<file path="src/rtl/cpmsc_pkg.sv">
// ----------------------------------------------------------------------------
// cpmsc_pkg: shared types and helpers
// Saturation, clamp and the request and response types of the serial multiplier.
// ----------------------------------------------------------------------------
package cpmsc_pkg;

  localparam int unsigned DataW = 32;
  localparam int unsigned GainW = 24;
  localparam int unsigned TgtW  = 26;
  localparam int unsigned DutyW = 16;
  localparam int unsigned RawW  = 22;
  localparam int unsigned CfgIdxW = 4;
  localparam int unsigned CfgDataW = 26;

  // register indexes of the configuration port
  localparam logic [CfgIdxW-1:0] REG_SPEED_KP  = 4'd0;
  localparam logic [CfgIdxW-1:0] REG_SPEED_KI  = 4'd1;
  localparam logic [CfgIdxW-1:0] REG_SPEED_IL  = 4'd2;
  localparam logic [CfgIdxW-1:0] REG_CMD_LIM   = 4'd3;
  localparam logic [CfgIdxW-1:0] REG_CUR_KP    = 4'd4;
  localparam logic [CfgIdxW-1:0] REG_CUR_KI    = 4'd5;
  localparam logic [CfgIdxW-1:0] REG_CUR_IL    = 4'd6;
  localparam logic [CfgIdxW-1:0] REG_TARGET    = 4'd7;

  typedef struct packed {
    logic                    start;
    logic signed [DataW-1:0] a;    // signed operand
    logic [DataW-1:0]        b;    // unsigned gain
  } mul_req_t;

  typedef struct packed {
    logic                    busy;
    logic                    done;
    logic signed [DataW-1:0] res;
  } mul_rsp_t;

  // saturate a grown sum to 32 bits
  function automatic logic signed [DataW-1:0] sat34(input logic signed [33:0] x);
    logic signed [33:0] mx;
    logic signed [33:0] mn;
    begin
      mx = 34'sh0_7FFF_FFFF;
      mn = -34'sh0_8000_0000;
      if (x > mx) sat34 = 32'sh7FFF_FFFF;
      else if (x < mn) sat34 = 32'sh8000_0000;
      else sat34 = x[DataW-1:0];
    end
  endfunction

  // symmetric clamp against an unsigned limit
  function automatic logic signed [DataW-1:0] clampsym(input logic signed [DataW-1:0] x,
                                                       input logic [DataW-2:0] lim);
    logic signed [DataW:0] xl;
    logic signed [DataW:0] pl;
    logic signed [DataW:0] nl;
    begin
      xl = {x[DataW-1], x};
      pl = $signed({2'b00, lim});
      nl = -pl;
      if (xl > pl) clampsym = pl[DataW-1:0];
      else if (xl < nl) clampsym = nl[DataW-1:0];
      else clampsym = x;
    end
  endfunction

endpackage

</file>
<file path="src/rtl/cpmsc_mul.sv">
// ----------------------------------------------------------------------------
// cpmsc_mul: digit-serial fixed-point multiplier
// Signed x unsigned, four gain bits per cycle, floor shift and saturation.
// ----------------------------------------------------------------------------
module cpmsc_mul #(
  parameter int unsigned FRAC_BITS = 16
) (
  input  logic                clk,
  input  logic                rst_n,
  input  cpmsc_pkg::mul_req_t req,
  output cpmsc_pkg::mul_rsp_t rsp
);
  localparam int unsigned DigW  = 4;
  localparam int unsigned Steps = cpmsc_pkg::DataW / DigW;
  localparam int unsigned AccW  = 2 * cpmsc_pkg::DataW;

  logic                             busy_r;
  logic                             fin_r;
  logic [$clog2(Steps)-1:0]         cnt_r;
  logic signed [AccW-1:0]           acc_r;
  logic signed [cpmsc_pkg::DataW-1:0] a_r;
  logic [cpmsc_pkg::DataW-1:0]      b_r;
  logic signed [cpmsc_pkg::DataW+DigW:0] part;
  logic signed [AccW-1:0]           acc_nxt;
  logic signed [AccW-1:0]           shr;

  assign part = (cpmsc_pkg::DataW+DigW+1)'(a_r) *
                $signed({1'b0, b_r[cpmsc_pkg::DataW-1 -: DigW]});
  assign acc_nxt = (acc_r <<< DigW) + AccW'(part);
  assign shr = acc_r >>> FRAC_BITS;

  always_ff @(posedge clk) begin
    if (!rst_n) begin
      busy_r <= 1'b0;
      fin_r  <= 1'b0;
      cnt_r  <= '0;
    end else begin
      fin_r <= 1'b0;
      if (req.start) begin
        busy_r <= 1'b1;
        cnt_r  <= '0;
        acc_r  <= '0;
        a_r    <= req.a;
        b_r    <= req.b;
      end else if (busy_r) begin
        acc_r <= acc_nxt;
        b_r   <= b_r << DigW;
        cnt_r <= cnt_r + 1'b1;
        if (cnt_r == ($clog2(Steps))'(Steps - 1)) begin
          busy_r <= 1'b0;
          fin_r  <= 1'b1;
        end
      end
    end
  end

  always_comb begin
    rsp.busy = busy_r;
    rsp.done = fin_r;
    if (shr > AccW'(64'sh7FFF_FFFF)) rsp.res = 32'sh7FFF_FFFF;
    else if (shr < -AccW'(64'sh8000_0000)) rsp.res = 32'sh8000_0000;
    else rsp.res = shr[cpmsc_pkg::DataW-1:0];
  end

endmodule

</file>
<file path="src/rtl/cpmsc_div.sv">
// ----------------------------------------------------------------------------
// cpmsc_div: duty divider
// Restoring division of voltage*2^15 by 24 volts, one quotient bit per cycle.
// ----------------------------------------------------------------------------
module cpmsc_div #(
  parameter int unsigned FRAC_BITS = 16
) (
  input  logic                                clk,
  input  logic                                rst_n,
  input  logic                                start,
  input  logic signed [cpmsc_pkg::DataW-1:0]  volt,
  output logic                                done,
  output logic signed [cpmsc_pkg::DutyW-1:0]  duty
);
  localparam int unsigned DW = 48;
  localparam int unsigned QW = cpmsc_pkg::DutyW;
  localparam logic [DW-1:0] DivTop = DW'(longint'(24) << (FRAC_BITS + QW - 1));

  logic              busy_r;
  logic              done_r;
  logic              neg_r;
  logic [$clog2(QW)-1:0] cnt_r;
  logic [DW-1:0]     rem_r;
  logic [DW-1:0]     dsr_r;
  logic [QW-1:0]     q_r;
  logic [cpmsc_pkg::DataW:0] mag;
  logic              ge;

  assign mag = volt[cpmsc_pkg::DataW-1] ? -{1'b1, volt} : {1'b0, volt};
  assign ge = rem_r >= dsr_r;

  always_ff @(posedge clk) begin
    if (!rst_n) begin
      busy_r <= 1'b0;
      done_r <= 1'b0;
      cnt_r  <= '0;
    end else begin
      done_r <= 1'b0;
      if (start) begin
        busy_r <= 1'b1;
        cnt_r  <= '0;
        neg_r  <= volt[cpmsc_pkg::DataW-1];
        rem_r  <= DW'(mag) << (QW - 1);
        dsr_r  <= DivTop;
        q_r    <= '0;
      end else if (busy_r) begin
        if (ge) rem_r <= rem_r - dsr_r;
        q_r   <= {q_r[QW-2:0], ge};
        dsr_r <= dsr_r >> 1;
        cnt_r <= cnt_r + 1'b1;
        if (cnt_r == ($clog2(QW))'(QW - 1)) begin
          busy_r <= 1'b0;
          done_r <= 1'b1;
        end
      end
    end
  end

  assign done = done_r;
  assign duty = neg_r ? -$signed(q_r) : $signed(q_r);

endmodule

</file>
<file path="src/rtl/cascaded_pi_motor_speed_current.sv">
// ----------------------------------------------------------------------------
// cascaded_pi_motor_speed_current: cascaded speed/current pi drive
// Speed pi feeding current pi, duty output and back-emf speed estimate.
// ----------------------------------------------------------------------------
// sequence: with drive and ball on, four loop multiplies, the duty division (launch,
//   16 quotient bits, handoff) and two estimate multiplies; otherwise only the two
//   estimate multiplies
// occupancy: one item in flight, next beat taken the cycle after the result is
//   registered, later while out_tready stalls the result register
// reset: synchronous active low, clears the integrators, filters and estimates and loads register defaults
module cascaded_pi_motor_speed_current #(
  parameter int unsigned FRAC_BITS = 16
) (
  input  logic        clk,
  input  logic        rst_n,
  // input channel
  input  logic        in_tvalid,
  output logic        in_tready,
  input  logic [23:0] in_tdata,   // [21:0] current_sample, upper bits zero
  input  logic [1:0]  in_tuser,   // [0] motor_enable, [1] ball_present
  // result channel
  output logic        out_tvalid,
  input  logic        out_tready,
  output logic [15:0] out_tdata,  // [15:0] duty_command
  output logic [1:0]  out_tuser,  // [0] drive_valid, [1] speed_reached
  // configuration write channel
  input  logic        cfg_valid,
  output logic        cfg_ready,
  input  logic [cpmsc_pkg::CfgIdxW-1:0]  cfg_index,
  input  logic [cpmsc_pkg::CfgDataW-1:0] cfg_data
);
  localparam int unsigned DW = cpmsc_pkg::DataW;
  // rounded physical constants in the chosen fixed-point format
  localparam logic [DW-2:0] KVmax = (DW-1)'(((longint'(239) << FRAC_BITS) + 5) / 10);
  localparam logic [DW-1:0] KRes  = DW'(((longint'(228) << FRAC_BITS) + 5) / 10);
  localparam logic [DW-1:0] KKv   = DW'(((longint'(2806) << FRAC_BITS) + 50) / 100);

  typedef enum logic [3:0] {
    S_IDLE, S_M1, S_M2, S_M3, S_M4, S_DIV, S_FLT, S_M5, S_M6, S_OUT
  } state_t;

  state_t state_r;

  // configuration registers
  logic [cpmsc_pkg::GainW-1:0] skp_r, ski_r, sil_r, cml_r, ckp_r, cki_r, cil_r;
  logic [cpmsc_pkg::TgtW-1:0]  tgt_r;

  // loop state
  logic signed [DW-1:0] si_r, ci_r, vc_r, va_r, es_r, sc_r, oe_r, err_r;
  logic signed [cpmsc_pkg::RawW-1:0] raw_r;
  logic en_r, ball_r, reached_r;
  logic signed [cpmsc_pkg::DutyW-1:0] duty_r;

  // output register
  logic        ov_r;
  logic [15:0] od_r;
  logic [1:0]  ou_r;

  cpmsc_pkg::mul_req_t mreq;
  cpmsc_pkg::mul_rsp_t mrsp;
  logic div_start, div_done;
  logic div_busy_q;
  logic signed [cpmsc_pkg::DutyW-1:0] div_q;

  cpmsc_mul #(.FRAC_BITS(FRAC_BITS)) u_mul (
    .clk(clk), .rst_n(rst_n), .req(mreq), .rsp(mrsp)
  );

  cpmsc_div #(.FRAC_BITS(FRAC_BITS)) u_div (
    .clk(clk), .rst_n(rst_n), .start(div_start), .volt(vc_r),
    .done(div_done), .duty(div_q)
  );

  // combinational step values
  logic signed [DW-1:0] err1, cmd, err2, si_nxt, ci_nxt, vc_nxt;
  logic signed [DW-1:0] va_nxt, sgn_diff, sc_nxt, bemf, oe_nxt;
  logic signed [DW:0]   va_sum, oe_sum;
  logic signed [37:0]   t20;
  logic signed [37:0]   tgt19, tgt21;
  logic                 reached_nxt;

  always_comb begin
    err1   = cpmsc_pkg::sat34(34'($signed({1'b0, tgt_r})) - 34'(es_r));
    si_nxt = cpmsc_pkg::clampsym(cpmsc_pkg::sat34(34'(si_r) + 34'(mrsp.res)),
                                 (DW-1)'(sil_r));
    cmd    = cpmsc_pkg::clampsym(cpmsc_pkg::sat34(34'(mrsp.res) + 34'(si_r)),
                                 (DW-1)'(cml_r));
    err2   = cpmsc_pkg::sat34(34'(cmd) - 34'(sc_r));
    ci_nxt = cpmsc_pkg::clampsym(cpmsc_pkg::sat34(34'(ci_r) + 34'(mrsp.res)),
                                 (DW-1)'(cil_r));
    vc_nxt = cpmsc_pkg::clampsym(cpmsc_pkg::sat34(34'(mrsp.res) + 34'(ci_r)), KVmax);
    // averages floor-halve a 33-bit sum
    va_sum   = (DW+1)'(vc_r) + (DW+1)'(va_r);
    va_nxt   = va_sum[DW:1];
    sgn_diff = cpmsc_pkg::sat34(34'(raw_r) - 34'(oe_r));
    sc_nxt   = (va_nxt < 0) ? cpmsc_pkg::sat34(-34'(sgn_diff)) : sgn_diff;
    bemf     = cpmsc_pkg::sat34(34'(vc_r) - 34'(mrsp.res));
    oe_sum   = (DW+1)'(raw_r) + (DW+1)'(oe_r);
    oe_nxt   = oe_sum[DW:1];
    // within 5% of target: 20*speed against 19 and 21 times target
    t20   = (38'(mrsp.res) <<< 4) + (38'(mrsp.res) <<< 2);
    tgt19 = $signed({12'd0, tgt_r}) * 38'sd19;
    tgt21 = $signed({12'd0, tgt_r}) * 38'sd21;
    reached_nxt = (t20 > tgt19) && (t20 < tgt21);
  end

  assign in_tready = (state_r == S_IDLE);
  assign cfg_ready = 1'b1;
  assign out_tvalid = ov_r;
  assign out_tdata  = od_r;
  assign out_tuser  = ou_r;

  // configuration writes, indexes past the list are dropped
  always_ff @(posedge clk) begin
    if (!rst_n) begin
      skp_r <= 24'd410;
      ski_r <= 24'd819;
      sil_r <= 24'd9830;
      cml_r <= 24'd0;
      ckp_r <= 24'd819200;
      cki_r <= 24'd137626;
      cil_r <= 24'd917504;
      tgt_r <= 26'd29491200;
    end else if (cfg_valid && cfg_ready) begin
      unique case (cfg_index)
        cpmsc_pkg::REG_SPEED_KP: skp_r <= cfg_data[23:0];
        cpmsc_pkg::REG_SPEED_KI: ski_r <= cfg_data[23:0];
        cpmsc_pkg::REG_SPEED_IL: sil_r <= cfg_data[23:0];
        cpmsc_pkg::REG_CMD_LIM:  cml_r <= cfg_data[23:0];
        cpmsc_pkg::REG_CUR_KP:   ckp_r <= cfg_data[23:0];
        cpmsc_pkg::REG_CUR_KI:   cki_r <= cfg_data[23:0];
        cpmsc_pkg::REG_CUR_IL:   cil_r <= cfg_data[23:0];
        cpmsc_pkg::REG_TARGET:   tgt_r <= cfg_data;
        default: ;
      endcase
    end
  end

  // multiplier and divider launches
  always_comb begin
    mreq.start = 1'b0;
    mreq.a     = err1;
    mreq.b     = DW'(ski_r);
    div_start  = 1'b0;
    unique case (state_r)
      S_IDLE: begin
        mreq.start = in_tvalid && in_tuser[0] && in_tuser[1];
      end
      S_M1: begin
        mreq.start = mrsp.done;
        mreq.a = err_r;
        mreq.b = DW'(skp_r);
      end
      S_M2: begin
        mreq.start = mrsp.done;
        mreq.a = err2;
        mreq.b = DW'(cki_r);
      end
      S_M3: begin
        mreq.start = mrsp.done;
        mreq.a = err_r;
        mreq.b = DW'(ckp_r);
      end
      S_FLT: begin
        mreq.start = 1'b1;
        mreq.a = sc_nxt;
        mreq.b = KRes;
      end
      S_M5: begin
        mreq.start = mrsp.done;
        mreq.a = bemf;
        mreq.b = KKv;
      end
      S_DIV: ;
      S_M4: ;
      S_M6: ;
      S_OUT: ;
      default: ;
    endcase
    // divider starts the cycle after the voltage is registered
    div_start = (state_r == S_DIV) && !mrsp.done && !div_busy_q;
  end

  // sequencer
  always_ff @(posedge clk) begin
    if (!rst_n) begin
      state_r    <= S_IDLE;
      ov_r       <= 1'b0;
      div_busy_q <= 1'b0;
      si_r <= '0; ci_r <= '0; vc_r <= '0; va_r <= '0;
      es_r <= '0; sc_r <= '0; oe_r <= '0;
      reached_r <= 1'b0;
    end else begin
      if (ov_r && out_tready && state_r != S_OUT) ov_r <= 1'b0;
      unique case (state_r)
        S_IDLE: begin
          if (in_tvalid) begin
            raw_r  <= $signed(in_tdata[cpmsc_pkg::RawW-1:0]);
            en_r   <= in_tuser[0];
            ball_r <= in_tuser[1];
            duty_r <= '0;
            err_r  <= err1;
            if (in_tuser[0] && in_tuser[1]) begin
              state_r <= S_M1;
            end else begin
              if (in_tuser[0]) vc_r <= '0;
              state_r <= S_FLT;
            end
          end
        end
        S_M1: if (mrsp.done) begin
          si_r <= si_nxt;
          state_r <= S_M2;
        end
        S_M2: if (mrsp.done) begin
          err_r <= err2;
          state_r <= S_M3;
        end
        S_M3: if (mrsp.done) begin
          ci_r <= ci_nxt;
          state_r <= S_M4;
        end
        S_M4: if (mrsp.done) begin
          vc_r <= vc_nxt;
          div_busy_q <= 1'b0;
          state_r <= S_DIV;
        end
        S_DIV: begin
          if (div_start) div_busy_q <= 1'b1;
          if (div_done) begin
            duty_r <= div_q;
            div_busy_q <= 1'b0;
            state_r <= S_FLT;
          end
        end
        S_FLT: begin
          va_r <= va_nxt;
          sc_r <= sc_nxt;
          state_r <= S_M5;
        end
        S_M5: if (mrsp.done) state_r <= S_M6;
        S_M6: if (mrsp.done) begin
          es_r <= mrsp.res;
          reached_r <= reached_nxt;
          if (!ball_r) oe_r <= oe_nxt;
          state_r <= S_OUT;
        end
        S_OUT: begin
          if (!ov_r || out_tready) begin
            ov_r <= 1'b1;
            od_r <= duty_r;
            ou_r <= {reached_r, en_r};
            state_r <= S_IDLE;
          end
        end
        default: state_r <= S_IDLE;
      endcase
    end
  end

  // the shared multiplier is never running while a new item can enter
  a_idle_mul: assert property (@(posedge clk) disable iff (!rst_n)
    state_r == S_IDLE |-> !mrsp.busy) else $error("multiplier busy in idle");

  // no duty without a duty command issued
  a_duty_zero: assert property (@(posedge clk) disable iff (!rst_n)
    out_tvalid && !out_tuser[0] |-> out_tdata == 16'd0) else $error("duty without drive");

  // an item without drive and ball skips the loops
  a_skip: assert property (@(posedge clk) disable iff (!rst_n)
    in_tvalid && in_tready && !(in_tuser[0] && in_tuser[1]) |=> state_r == S_FLT)
    else $error("loop ran without drive and ball");

endmodule

</file>
<file path="config.mk">
export PLATFORM = sky130hd
export DESIGN_NAME = cascaded_pi_motor_speed_current
export DESIGN_NICKNAME = d
export VERILOG_FILES = /design/src/rtl/cpmsc_pkg.sv /design/src/rtl/cpmsc_mul.sv /design/src/rtl/cpmsc_div.sv /design/src/rtl/cascaded_pi_motor_speed_current.sv
export SDC_FILE = /design/constraint.sdc
export NUM_CORES = 2
export LEC_CHECK = 0
export BUFFER_PORTS_ARGS = -buffer_cell sky130_fd_sc_hd__buf_2
export CORE_ASPECT_RATIO = 1.4
export CORE_UTILIZATION = 45
export CTS_BUF_LIST = sky130_fd_sc_hd__clkbuf_8
export CTS_CLUSTER_DIAMETER = 30
export DETAILED_ROUTE_END_ITERATION = 8
export PLACE_DENSITY = 0.68
export RECOVER_POWER = 25
export SLEW_MARGIN = 40
export SYNTH_ARGS = -nofsm -noshare
export SYNTH_HDL_FRONTEND = slang
export SYNTH_SLANG_ARGS = --single-unit
</file>
<file path="constraint.sdc">
create_clock -name clk -period 17.1 [get_ports clk]
set_input_delay 0.855 -clock clk [delete_from_list [all_inputs] [get_ports clk]]
set_output_delay 0.855 -clock clk [all_outputs]
set_load 0.005 [all_outputs]
</file>
==> metrics.yaml <==
global_route:
  overflow: 0
  first_global_vias: 61010
  antenna_found_initial: 8
  grt_pass1_wl_mm: 350.3
  grt_max_degree: 94
  grtUsageTotal_pct: 29.10
cells_and_area:
  syn_to_final_growth_pct: 8.930
  final_cell_mix: "891 x nand2_1, 835 x a21oi_1, 814 x ha_1"
  drive_above_1_share_pct: 6.426
  finish.instance_area_mm2: 0.07519
  multi_input_area_mm2: 0.04709
  nFillCells: 14640
  final_cells: 10430
  top_register: "u_mul.acc_r"
  largest_reg_flops: 64
  final_common_cell: "nand2_1"
  layout.nets: 9405
  fin_util_pct: 49.52
  largestRegisters: "u_mul.acc_r (64), u_div.rem_r (48), u_div.dsr_r (36)"
  seq_area_mm2: 0.01831
clocking:
  ctsResizeCount: 0
  cts_setup_buffers: 0
  cts_tree: "yes"
  clock_latency_ns: 0.97
  clk_pin_slew_worst_paths_ns: 0.06
  numCtsBuffers: 164
  h-tree-depth: 4
  clockBufferDepth: 3
  cts.sinks: 755
  cts_root_buf: "clkbuf_8"
sta:
  finalSetupTns_ns: 0
  slew_viol_final: 175
  setup_viol: 0
  max-slew-margin-rel_pct: -80.95
  hold_violations: 0
  fin_crit_sh_pct: 82.94
  rsz0062_at_grt: "no"
  max_freq_ghz: 0.07051
  fin_skew_ns: 0.07784
  worstMarginPinSlew_ns: 2.714
  min_period_ns: 14.18
routing:
  wl_mm: 229.7
  drc: 0
  drt_iter0_drc: 5116
  routed_via_density: 5.984
  wl_per_cell_um: 22.02
  final_antenna_net_count: 0
  first_pass_iters: 6
  vias: 62420
power:
  leakagePower_nw: 31.46
  peakVddDrop_mv: 0.1089
  p_total_mw: 15.27
  powerDensity_mw_per_mm2: 203.1
job:
  cap_violations: 6
min_path:
  whs_path_depth: 1
  min_from: "in_tdata[1]"
  worstHoldEndpoint: "raw_r[1]"
  holdCritPathClass: "in2reg"
critical_path:
  critPathCaptureType: "flip-flop"
  reg2reg_from: "u_mul.acc_r[54]"
  crit_required_ns: 17.78
  crit_path_start_kind: "flip-flop"
  worstPathMaxFanout: 31
  worstPathArrival_ns: 14.87
  critPathLaunch: "u_mul.acc_r[54]"
  ff2ff_path_depth: 51
  worst_r2r_endpoint: "u_mul.a_r[27]"
  slowest_stage: "a21oi_1"
  rrSetupSlack_ns: 2.92
  cp_slowest_stage_delay_ns: 0.72
  worstSetupPathType: "reg2reg"
yosys:
  synth_area_mm2: 0.06902
  synth_cell_types: 111
  yosysSeqAreaShare_pct: 26.52
  ys_ff_latch: 755
  synth_flop_cell: "dfxtp_1"
  synthCells: 8347
  synth_edf_count: 319
  yosys_warnings: 0
  syn-num-nets: 9426
  async_flop_share_pct: 0
  syn_area_per_cell_um2: 8.269
placed_design:
  port_buffers: 78
  dpl_cell_area_mm2: 0.07139
  place_congestion: 0.9784
  dp_hpwl_mm: 175.9
  place_inst: 10120
run_status:
  status: "complete, but fails checks"
  violations: "max-capacitance violations, max-slew violations"
floorplanning:
  die_w_um: 333.0
  dieArea_mm2: 0.1550
  die-height_um: 465.4
  rows: 169
  start_util_pct: 45.46
  pin_count: 82
  core-area_mm2: 0.1518
-- final cells by class --
type / count / area share, %
multi-input combinational: 6593 / 62.63
sequential: 755 / 24.35
tap: 1966 / 3.272
clock buffer: 176 / 3.222
inverter: 629 / 3.150
clock inverter: 129 / 1.751
timing repair buffer: 183 / 1.619
antenna: 1 / 0.003328
-- timing repair --
action,CTS,global route
endpoints found under the hold margin,7,0
hold buffers,7,0
setup endpoints to repair,0,0
-- how the worst max path moves through the flow --
stage               endpoint  slack [ns]  cells after the start
5_1_grt        u_mul.a_r[27]        1.91                     52
6_report       u_mul.a_r[27]        2.92                     51
2_1_floorplan   u_mul.a_r[2]        6.01                     52
3_3_place_gp   u_mul.a_r[27]        3.17                     51
3_5_place_dp   u_mul.a_r[27]        3.11                     51
4_1_cts        u_mul.a_r[27]        3.07                     51
-- cell usage after synthesis (115+ instances only) --
| cell type | count | area (um2) |
|---|---|---|
| nor3_1 | 175 | 875.8 |
| nand2b_1 | 132 | 825.8 |
| fa_1 | 204 | 4084 |
| dfxtp_1 | 436 | 8728 |
| clkbuf_1 | 287 | 1077 |
| a21o_1 | 198 | 1486 |
| xor2_1 | 157 | 1375 |
| edfxtp_1 | 319 | 9579 |
| nand3_1 | 147 | 735.7 |
| xnor2_1 | 318 | 2785 |
| and2_1 | 185 | 1157 |
| o21ai_0 | 400 | 2002 |
| a21oi_1 | 836 | 4184 |
| inv_1 | 625 | 2346 |
| ha_1 | 814 | 10180 |
| nand2_1 | 891 | 3344 |
| a211oi_1 | 115 | 863.3 |
| nor2_1 | 657 | 2466 |
-- power breakdown --
| group | internal, mW | switching (mW) |
|---|---|---|
| Sequential | 2.36 | 0.208 |
| Clock | 1.28 | 0.980 |
| Combinational | 3.95 | 6.50 |
| Total | 7.58 | 7.69 |
-- per-stage QoR --
step	setup slack, ns	hold WS, ns
2_1_floorplan	6.011	0.4003
3_5_place_dp	3.105	0.4045
4_1_cts	3.071	0.0009674
3_3_place_gp	3.172	0.4012
6_report	2.917	0.08703
5_1_grt	1.913	0.04925
-- logic make-up (layout without fill, tap and decap cells) --
group           Yosys count  count (layout)  share of synthesized area [%]
compound gates         2307            2307                          21.07
xor+xnor                475             475                          6.027
fa+ha+maj              1059            1059                          21.27
buf+inv                 999            1117                          5.652
flops                   755             755                          26.52
mux                      82              82                          1.213
other cells               1               2                       0.005433
simple gates           2669            2669                          18.23
-- critical path, delay by kind of cell, from the launching register on --
family,cells,cell delay (ns)
mux,1,0.15
fa+ha+maj,4,1.37
buf+inv,6,1.46
simple gates,11,3.31
flops,1,0.46
compound gates,29,7.11
-- layer usage --
layer / up-vias / global-route usage, % / routed length [um]
met3: 613 / 3.880 / 13130
li1: 29690 / - / -
met1: 30070 / 33.88 / 89810
met5: - / 0 / 55
met4: 10 / 19.48 / 16660
met2: 2038 / 49.81 / 110100
(Power assumes the default switching activity.)
